`config.mk`:
```
export PLATFORM = sky130hd
export DESIGN_NAME = capture_timestamp_shifter_top
export DESIGN_NICKNAME = d
export VERILOG_FILES = /design/src/hw/rtl/cts_pkg.sv /design/src/hw/rtl/cts_parser.sv /design/src/hw/rtl/cts_out_reg.sv /design/src/hw/rtl/capture_timestamp_shifter_top.sv
export SDC_FILE = /design/constraint.sdc
export NUM_CORES = 1
export LEC_CHECK = 0
export BUFFER_PORTS_ARGS = -buffer_cell sky130_fd_sc_hd__buf_2
export CORE_MARGIN = 2
export CORE_UTILIZATION = 25
export CTS_BUF_LIST = sky130_fd_sc_hd__clkbuf_2 sky130_fd_sc_hd__clkbuf_4 sky130_fd_sc_hd__clkbuf_8
export DETAILED_ROUTE_END_ITERATION = 16
export SYNTH_ARGS = -nofsm -noshare
export SYNTH_HDL_FRONTEND = slang
export SYNTH_SLANG_ARGS = --single-unit
```
`constraint.sdc`:
```
create_clock -name clk -period 4.7 [get_ports clk]
set_input_delay 0.705 -clock clk [delete_from_list [all_inputs] [get_ports clk]]
set_output_delay 0.705 -clock clk [all_outputs]
set_load 0.01 [all_outputs]
```
`src/hw/rtl/cts_pkg.sv`:
```
// Package with types, codes and constants shared by the capture timestamp shifter.
package cts_pkg;

  typedef enum logic [1:0] {
    PH_GLOBAL  = 2'd0,
    PH_RECHDR  = 2'd1,
    PH_PAYLOAD = 2'd2
  } phase_t;

  localparam logic [1:0] REG_GLOBAL  = 2'd0;
  localparam logic [1:0] REG_SECONDS = 2'd1;
  localparam logic [1:0] REG_RECHDR  = 2'd2;
  localparam logic [1:0] REG_PAYLOAD = 2'd3;

  localparam logic [4:0] GLOBAL_LEN = 5'd24;
  localparam logic [4:0] RECHDR_LEN = 5'd16;

  typedef struct packed {
    logic [7:0] out_byte;
    logic [1:0] region;
  } result_t;

endpackage

```
`src/hw/rtl/cts_parser.sv`:
```
// Record parser: holds the offset register, walks the headers and rewrites the seconds word.
module cts_parser (
  input  logic                 clk,
  input  logic                 rst_n,
  input  logic                 cfg_valid,
  input  logic signed [31:0]   cfg_time_offset,
  input  logic                 accept,
  input  logic [7:0]           data_byte,
  input  logic                 start_of_file,
  output cts_pkg::result_t     result
);
  import cts_pkg::*;

  logic [31:0] time_offset_r;
  phase_t      phase_r, phase_nxt;
  logic [4:0]  hbc_r, hbc_nxt;
  logic [31:0] len_r, len_nxt;
  logic [31:0] rem_r, rem_nxt;
  logic        carry_r, carry_nxt;

  phase_t      ph;
  logic [4:0]  hbc;
  logic        carry;
  logic [3:0]  k;
  logic [4:0]  cnt;
  logic [7:0]  ofs;
  logic [8:0]  sum;
  logic [31:0] rem_dec;

  always_comb begin
    ph        = start_of_file ? PH_GLOBAL : phase_r;
    hbc       = start_of_file ? 5'd0 : hbc_r;
    carry     = start_of_file ? 1'b0 : carry_r;
    k         = hbc[3:0];
    cnt       = 5'd0;
    ofs       = 8'(time_offset_r >> {k[1:0], 3'b000});
    sum       = {1'b0, data_byte} + {1'b0, ofs} + 9'((k == 4'd0) ? 1'b0 : carry);
    rem_dec   = rem_r - 32'd1;
    phase_nxt = ph;
    hbc_nxt   = hbc;
    len_nxt   = len_r;
    rem_nxt   = rem_r;
    carry_nxt = carry;
    result.out_byte = data_byte;
    result.region   = REG_RECHDR;
    case (ph)
      PH_GLOBAL: begin
        result.region = REG_GLOBAL;
        cnt = hbc + 5'd1;
        hbc_nxt = cnt;
        if (cnt >= GLOBAL_LEN) begin
          phase_nxt = PH_RECHDR;
          hbc_nxt   = 5'd0;
          carry_nxt = 1'b0;
        end
      end
      PH_PAYLOAD: begin
        result.region = REG_PAYLOAD;
        rem_nxt = rem_dec;
        if (rem_dec == 32'd0) begin
          phase_nxt = PH_RECHDR;
          hbc_nxt   = 5'd0;
          carry_nxt = 1'b0;
        end
      end
      default: begin
        if (k[3:2] == 2'b00) begin
          result.out_byte = sum[7:0];
          result.region   = REG_SECONDS;
          carry_nxt       = sum[8];
        end else begin
          result.region = REG_RECHDR;
          if (k[3:2] == 2'b10) begin
            case (k[1:0])
              2'd0:    len_nxt[7:0]   = data_byte;
              2'd1:    len_nxt[15:8]  = data_byte;
              2'd2:    len_nxt[23:16] = data_byte;
              default: len_nxt[31:24] = data_byte;
            endcase
          end
        end
        cnt = {1'b0, k} + 5'd1;
        hbc_nxt   = cnt;
        phase_nxt = PH_RECHDR;
        if (cnt >= RECHDR_LEN) begin
          hbc_nxt   = 5'd0;
          carry_nxt = 1'b0;
          if (len_nxt != 32'd0) begin
            rem_nxt   = len_nxt;
            phase_nxt = PH_PAYLOAD;
          end
        end
      end
    endcase
  end

  always_ff @(posedge clk) begin
    if (!rst_n) begin
      time_offset_r <= 32'd0;
      phase_r       <= PH_GLOBAL;
      hbc_r         <= 5'd0;
      len_r         <= 32'd0;
      rem_r         <= 32'd0;
      carry_r       <= 1'b0;
    end else begin
      if (cfg_valid) begin
        time_offset_r <= cfg_time_offset;
      end
      if (accept) begin
        phase_r <= phase_nxt;
        hbc_r   <= hbc_nxt;
        len_r   <= len_nxt;
        rem_r   <= rem_nxt;
        carry_r <= carry_nxt;
      end
    end
  end

  a_sof_restart: assert property (@(posedge clk) disable iff (!rst_n)
    accept && start_of_file |=> phase_r == PH_GLOBAL && hbc_r == 5'd1)
    else $error("start flag did not restart global header");

  a_payload_nonzero: assert property (@(posedge clk) disable iff (!rst_n)
    phase_r == PH_PAYLOAD |-> rem_r != 32'd0)
    else $error("payload phase with no bytes remaining");

  a_global_count: assert property (@(posedge clk) disable iff (!rst_n)
    phase_r == PH_GLOBAL |-> hbc_r < GLOBAL_LEN)
    else $error("global header count out of range");

  a_rechdr_count: assert property (@(posedge clk) disable iff (!rst_n)
    phase_r == PH_RECHDR |-> hbc_r < RECHDR_LEN)
    else $error("record header count out of range");

endmodule

```
`src/hw/rtl/cts_out_reg.sv`:
```
// Output register that holds one result item while the receiver stalls.
module cts_out_reg (
  input  logic             clk,
  input  logic             rst_n,
  input  logic             load,
  input  cts_pkg::result_t din,
  output logic             can_load,
  output logic             out_valid,
  input  logic             out_ready,
  output cts_pkg::result_t dout
);
  import cts_pkg::*;

  logic    valid_r;
  result_t data_r;

  assign can_load  = !valid_r || out_ready;
  assign out_valid = valid_r;
  assign dout      = data_r;

  always_ff @(posedge clk) begin
    if (!rst_n) begin
      valid_r <= 1'b0;
    end else if (can_load) begin
      valid_r <= load;
    end
  end

  always_ff @(posedge clk) begin
    if (load) begin
      data_r <= din;
    end
  end

endmodule

```
`src/hw/rtl/capture_timestamp_shifter_top.sv`:
```
// Top level of the capture timestamp shifter.
// Takes a little-endian packet-capture stream one byte per item on the
// in_ channel and returns one item per byte on the out_ channel: the byte
// (seconds-word bytes of each record header rewritten by adding the signed
// cfg offset modulo 2^32) and a region tag (0 global header, 1 seconds,
// 2 other record header, 3 payload). in_start_of_file marks byte 0 of a
// new file and restarts parsing there.
// out_valid rises in the cycle after an input is accepted.
// Throughput: one item per cycle while out_ready is high; the parser state
// updates in the accept cycle and the result lands in one output register.
// When the receiver stalls, the output register holds its item and in_ready
// drops until it is taken; in_ready is high again in the cycle out_ready is.
// The cfg channel is always ready; the offset is registered when cfg_valid is high.
// Reset (synchronous, rst_n low) clears the offset to zero, returns the
// parser to the global header and empties the output register.
module capture_timestamp_shifter_top (
  input  logic               clk,
  input  logic               rst_n,
  input  logic               cfg_valid,
  output logic               cfg_ready,
  input  logic signed [31:0] cfg_time_offset,
  input  logic               in_valid,
  output logic               in_ready,
  input  logic [7:0]         in_data_byte,
  input  logic               in_start_of_file,
  output logic               out_valid,
  input  logic               out_ready,
  output logic [7:0]         out_byte,
  output logic [1:0]         out_region
);
  import cts_pkg::*;

  logic    accept;
  result_t res;
  result_t res_q;

  assign cfg_ready = 1'b1;
  assign accept    = in_valid && in_ready;

  cts_parser u_parser (
    .clk             (clk),
    .rst_n           (rst_n),
    .cfg_valid       (cfg_valid),
    .cfg_time_offset (cfg_time_offset),
    .accept          (accept),
    .data_byte       (in_data_byte),
    .start_of_file   (in_start_of_file),
    .result          (res)
  );

  cts_out_reg u_out_reg (
    .clk       (clk),
    .rst_n     (rst_n),
    .load      (accept),
    .din       (res),
    .can_load  (in_ready),
    .out_valid (out_valid),
    .out_ready (out_ready),
    .dout      (res_q)
  );

  assign out_byte   = res_q.out_byte;
  assign out_region = res_q.region;

endmodule

```
==> results of run 1 <==
[final timing paths]
check,cells after the start,end,startpoint,slack (ns)
setup / recovery,13,u_parser.rem_r[30]$_SDFFE_PN0P_,in_start_of_file,1.01
hold / removal,3,u_parser.time_offset_r[5]$_SDFFE_PN0P_,cfg_time_offset[5],0.46
setup reg to reg,13,u_parser.rem_r[30]$_SDFFE_PN0P_,u_parser.hbc_r[0]$_SDFFE_PN0P_,1.14
hold reg to reg,2,u_parser.len_r[21]$_SDFFE_PN0P_,u_parser.len_r[21]$_SDFFE_PN0P_,0.47
[critical path, delay by kind of cell]
kind                       cells  cell delay [ns]
and+or+nand+nor                6             1.51
adders and majority gates      1             0.21
AOI/OAI and AO/OA              2             0.68
buffers and inverters          4             0.98
[per-layer routing]
layer	track usage	vias to the layer above
met5	0	-
met3	0.0264	31
met4	0.0463	0
met2	0.208	260
met1	0.211	3219
li1	-	3280
[metrics by stage]
step / hold WS, ns / instances / utilization
final: 0.461 / 1298 / 0.292
after global placement: 0.454 / 1266 / 0.278
after CTS: 0.447 / 1298 / 0.292
after detailed placement: 0.462 / 1266 / 0.278
after global routing: 0.463 / 1298 / 0.292
after floorplan: 0.436 / 887 / -
[registers in the layout (all words and copies together) (netlist names)]
register	cells
u_parser.rem_r	32
u_out_reg.out_valid	1
u_parser.time_offset_r	32
u_out_reg.dout	10
u_parser.len_r	32
u_parser.carry_r	1
u_parser.hbc_r	5
u_parser.phase_r	2
[layout by cell type (no fill, tap or decap), types with 4 or more instances in the layout]
cell type and count:
o21ai_0 57, a21oi_1 46, a211oi_1 26, or3_1 5
nand3_1 34, edfxtp_1 10, nand4b_1 4, inv_1 17
mux2_2 5, and3_1 7, nor4_1 14, xnor2_1 10
nand4_1 12, mux2i_1 68, o211ai_1 14, inv_6 7
ha_1 14, o31ai_1 10, dfxtp_1 105, nor3_1 25
buf_2 57, nand2_1 92, nand2b_1 6, o22ai_1 4
buf_4 19, a31oi_1 11, nor4b_1 4, clkbuf_8 17
nor2_1 105, nor2b_1 11, a21o_1 6, o311ai_0 10
xor2_1 6
[power by group through the flow]
stage	clock network (mW)	logic (mW)	registers, mW
2_1_floorplan	0	0.175	1.05
3_3_place_gp	0	0.259	1.06
3_5_place_dp	0	0.262	1.06
4_1_cts	0.933	0.263	1.03
5_1_grt	0.980	0.291	1.04
6_report	0.920	0.265	1.03
[logic make-up after synthesis]
logic type,count (synthesis)
other,1
XOR/XNOR,16
flip-flops,115
AND/OR/NAND/NOR,352
multiplexers,73
adder cells (fa/ha/maj),16
buffers and inverters,96
AO/OA/AOI/OAI,218
[final cells by class]
type / count / area share
Inverter: 20 / 0.00923
Clock inverter: 15 / 0.0180
Tap cell: 378 / 0.0581
Timing Repair Buffer: 77 / 0.0551
Multi-Input combinational cell: 676 / 0.536
Clock buffer: 17 / 0.0288
Sequential cell: 115 / 0.295
==> metrics.txt, run 1 <==
outcome complete, no violations; Synth Area in Simple Gates 0.249; sw frac 0.302; final setup skew 0.0105 ns; diode count 0; TritonCTS Buffers 17; Finished Cell Area approximately 8000 um^2; CP dominant cell by count buf_4; row count 61; Clock Latency Late Sink roughly 0.47 ns; CP max stage delay 0.45 ns; Power Dens Cells 273 nW/um^2; I/O Buffers 57; Post-synth EDFFs 10; routed wl met3 1.31 mm; WP data required 5.11 ns; setup TNS 0 ns; Post-Synth Adder-Cell Area 0.0303; die height between 150 and 200 um; period utilization 0.785; total wire length 21.7 mm; FFs w/ async S/R, synth 0; synth warn 0; Compound-Gate Fraction of Synth Area 0.202; I/O pin count 59; vias per inst between 5 and 6; Root Driver clkbuf_8; Static Leak 2.98 nW; ANT nets after route 0; nets@finish 969; Mapped Cells 887; Worst setup SP type primary input; CP Cell Sequence buf_2 > nand2b_1 > clkinv_1 > ha_1 > nor4bb_4 > buf_4 > or3_1 > a2111oi_2 > and4bb_1 > nand3_2 > nand2_1 > buf_4 > o221a_2; Fmax achieved approximately 270 MHz; first-pass GRT wire length approximately 35 mm; Synth top cells by count 105 x dfxtp_1, 105 x nor2_1, 92 x nand2_1; filler instances 2,993; Netlist cell types 81; H-Tree Depth 4; share of the synthesized area in the top cell type 0.296; max layer used met4; die area approximately 30,000 um^2; CP max stage cell a2111oi_2; drt first pass iters 5; largest net degree at the start of global routing 49; CTS tree yes; placed instance area 7750 um^2; Setup WS pre-CTS roughly 0.6 ns; Starting DRT DRC Count 571; xor/xnor cell area share of the yosys netlist 0.0197; gr ovfl total 0; Slew @ Worst Pin 0.952 ns; Hold Fails Final Rpt 0; routability cong. 0.872; Initial Utilization 0.255; Remaining DRCs 0; largest family of logic cells by synthesized area simple AND/OR/NAND/NOR gates; VDD IR max 0.172 mV; Final setup viols 0; crit path max fanout 24; Combinational Power Share 0.119; fin. max-slew vios 0; Avg Synthesized Cell Area 8.01 um^2; post-synthesis cell area just over 7000 um^2; crit path kind in2reg; # hold bufs at CTS 0; Psw ~0.67 mW; DRT met1 WL 10.6 mm; hpwl dp 15.0 mm; most area-consuming cells after synthesis dfxtp_1 30%, mux2i_1 9.6%, nor2_1 5.5%, nand2_1 4.9%, edfxtp_1 4.2%; Syn Nets 949; Worst-path clk slew 0.09 ns; Area growth syn-to-layout 14.5%; Max Cap Violations 0; worst setup margin 1.01 ns; vias in the first global route 6,205; initial antenna violation count 0; Power Total 2.22 mW; WL met2 9.39 mm; Hold Crit Class in2reg; crit path DAT between 4 and 5 ns; clock tree buffer depth 2; Final min period 3.69 ns; sequential cell area 2400 um^2; #FFs+latches synth 115; Multi-input gate area 4360 um^2; Slew HR 0.366; Int Pwr 1.55 mW; RSZ-0062 raised after global routing no; overall die width approximately 170 um; Synth Flop Type dfxtp_1; Via Count approximately 6,800; post-DR wirelength/cell approximately 17 um; post-CTS resize count 0; Seq/Total Area, Yosys 0.338; Tot GR Track Use 0.143; core box area between 20,000 and 30,000 um^2; Sequential Power Share 0.466; Synth area leader dfxtp_1; CTS Sinks 115; Setup crit end kind flip-flop; Clock power frac 0.415; Post-CTS Setup Bufs 0; post-synthesis mux area share 0.104; share of layout cells above drive strength 1 0.153
Note: power is estimated with default switching activity, not from simulation.
==> inputs of run 2 (changes only) <==
==> constraint.sdc (replaced) <==
create_clock -name clk -period 3.45 [get_ports clk]
set_input_delay 0.5175 -clock clk [delete_from_list [all_inputs] [get_ports clk]]
set_output_delay 0.5175 -clock clk [all_outputs]
set_load 0.01 [all_outputs]
==> run 2 against run 1 <==
Net effect: global-route usage grew 0.38 points; non-clock buffer count grew 26; core utilization grew 0.79 points; count of clock-buffer cells in the layout is the same; wire length grew 0.65%; largest cell class unchanged; power grew 36%; final cell count grew 2.0%; sequential power grew 37%; register-to-register slack lost 0.87 ns; highest routed layer unchanged; flip-flop and latch count is the same; combinational power grew 43%.
==> metrics.txt, run 2 (synthesized netlist as in run 1, its figures left out) <==
Hold Fails Final Rpt 0 (unchanged); setup TNS 0 ns (unchanged); routability cong. 0.925 (+6.1%); gr ovfl total 0 (unchanged); WP data required 3.85 ns (-1.26 ns); Final setup viols 0 (unchanged); ANT nets after route 0 (unchanged); Starting DRT DRC Count 674 (+18%); Static Leak 3.11 nW (+4.1%); clock tree buffer depth 2 (unchanged); TritonCTS Buffers 17 (unchanged); CP top delay family compound AO/OA/AOI/OAI gates; final setup skew 0.00954 ns (-0.000935 ns); CP bufs+invs 1 (-3); CP max stage delay 0.69 ns (+0.24 ns); nets@finish 995 (+2.7%); row count 61 (unchanged); Root Driver clkbuf_8; share of layout cells above drive strength 1 0.178 (+0.0243); Setup WS pre-CTS 0.0696 ns (-0.514 ns); crit path DAT 3.58 ns (-0.51 ns); Clock Latency Late Sink 0.47 ns (about the same); M1 GR Usage 0.212 (about the same); largest net degree at the start of global routing 54 (+10%); Power Total 3.02 mW (+36%); placed instance area 7980 um^2 (+2.9%); Worst-path clk slew 0.08 ns (about the same); vias in the first global route 6,491 (+4.6%); die height 173 um (unchanged); CP max stage cell dfxtp_1; GR Util met2 0.221 (+0.0131); Fmax achieved 315 MHz; # hold bufs at CTS 0 (unchanged); I/O pin count 59 (unchanged); Slew HR 0.357 (-0.00836); outcome complete, no violations; CP Cell Sequence nor2_1 > a21oi_1 > fa_1 > inv_1 > fa_1 > nor2b_1 > o21ai_0 > a21oi_1 > o21ai_0 > a21o_1 > a211oi_1 > a211o_1; post-CTS resize count 0 (unchanged); Area growth syn-to-layout 17.6%; fin. max-slew vios 0 (unchanged); Finished Cell Area 8360 um^2 (+2.7%); overall die width 173 um (unchanged); I/O Buffers 57 (unchanged); die area 29,800 um^2 (unchanged); VDD IR max 0.235 mV (+37%); Worst setup SP type flip-flop; Via Count 6,876 (+1.3%); core box area 27,900 um^2 (unchanged); most frequent cells in the layout 105 x nor2_1, 105 x dfxtp_1, 92 x nand2_1, 68 x mux2i_1; crit path max fanout 11 (-54%); H-Tree Depth 4 (unchanged); Largest regs u_parser.len_r x32, u_parser.rem_r x32, u_parser.time_offset_r x32; Remaining DRCs 0 (unchanged); Final min period 3.18 ns; vias per inst 5.19 (-0.72%); diode count 0 (unchanged); Setup crit end kind flip-flop; worst setup margin 0.273 ns (-0.738 ns); Post-CTS Setup Bufs 0 (unchanged); CTS tree yes; Max Cap Violations 0 (unchanged); met3 layer usage reported by global route 0.0290 (+0.00264); Slew @ Worst Pin 0.964 ns (+0.0125 ns); grt peak-use layer met2; Tot GR Track Use 0.147 (+0.00379); Power Dens Cells 362 nW/um^2 (+33%); RSZ-0062 raised after global routing no; total wire length 21.8 mm (+0.65%); drt first pass iters 5 (unchanged); initial antenna violation count 0 (unchanged); CTS Sinks 115 (unchanged); Initial Utilization 0.255 (unchanged); period utilization 0.921; post-DR wirelength/cell 16.5 um (-1.3%); Hold Crit Class in2reg; first-pass GRT wire length 35.7 mm (+3.3%); hpwl dp 15.2 mm (+1.2%); crit path kind reg2reg
-- run 2: stage by stage --
stage | utilization | hold WS [ns] | cells
floorplan | - | 0.436 | 887
global placement | 0.286 | 0.456 | 1292
detailed placement | 0.286 | 0.466 | 1292
CTS | 0.300 | 0.264 | 1324
global route | 0.300 | 0.288 | 1324
finish | 0.300 | 0.282 | 1324
-- run 2: per-layer routing --
metal	routed length (um)	vias up
li1	-	3326
met1	10600	3296
met2	9580	234
met3	1320	20
met4	281	0
met5	0	-
-- run 2: layout make-up --
type / count / area [um^2]
Sequential cell: 115 / 2400
Inverter: 20 / 76.3
Multi-Input combinational cell: 676 / 4360
Clock buffer: 17 / 234
Clock inverter: 15 / 145
Fill cell: 2998 / 19500
Tap cell: 378 / 473
Timing Repair Buffer: 103 / 668
-- run 2: final timing paths --
path                                        start                                       to  slack [ns]  depth (start not counted)
setup / recovery   u_parser.hbc_r[2]$_SDFFE_PN0P_            u_parser.carry_r$_SDFFE_PN0P_        0.27                         12
hold / removal                cfg_time_offset[11]  u_parser.time_offset_r[11]$_SDFFE_PN0P_        0.28                          3
setup reg to reg   u_parser.hbc_r[2]$_SDFFE_PN0P_            u_parser.carry_r$_SDFFE_PN0P_        0.27                         12
hold reg to reg   u_parser.len_r[22]$_SDFFE_PN0P_          u_parser.len_r[22]$_SDFFE_PN0P_        0.47                          2
-- run 2: power by group --
| part | total, mW | leakage (nW) | internal, mW | switching, mW |
|---|---|---|---|---|
| sequential | 1.41 | 0.951 | 1.39 | 0.0242 |
| clock | 1.24 | 0.185 | 0.584 | 0.652 |
| combinational | 0.378 | 1.97 | 0.149 | 0.229 |
| total | 3.02 | 3.11 | 2.12 | 0.905 |
-- run 2: worst register-to-register path, stage by stage, from the launching register on --
cell and delay, ns:
dfxtp_1 0.69, nor2_1 0.23, a21oi_1 0.28, fa_1 0.24, inv_1 0.06, fa_1 0.41
nor2b_1 0.13, o21ai_0 0.10, a21oi_1 0.19, o21ai_0 0.13, a21o_1 0.21, a211oi_1 0.30
a211o_1 0.17
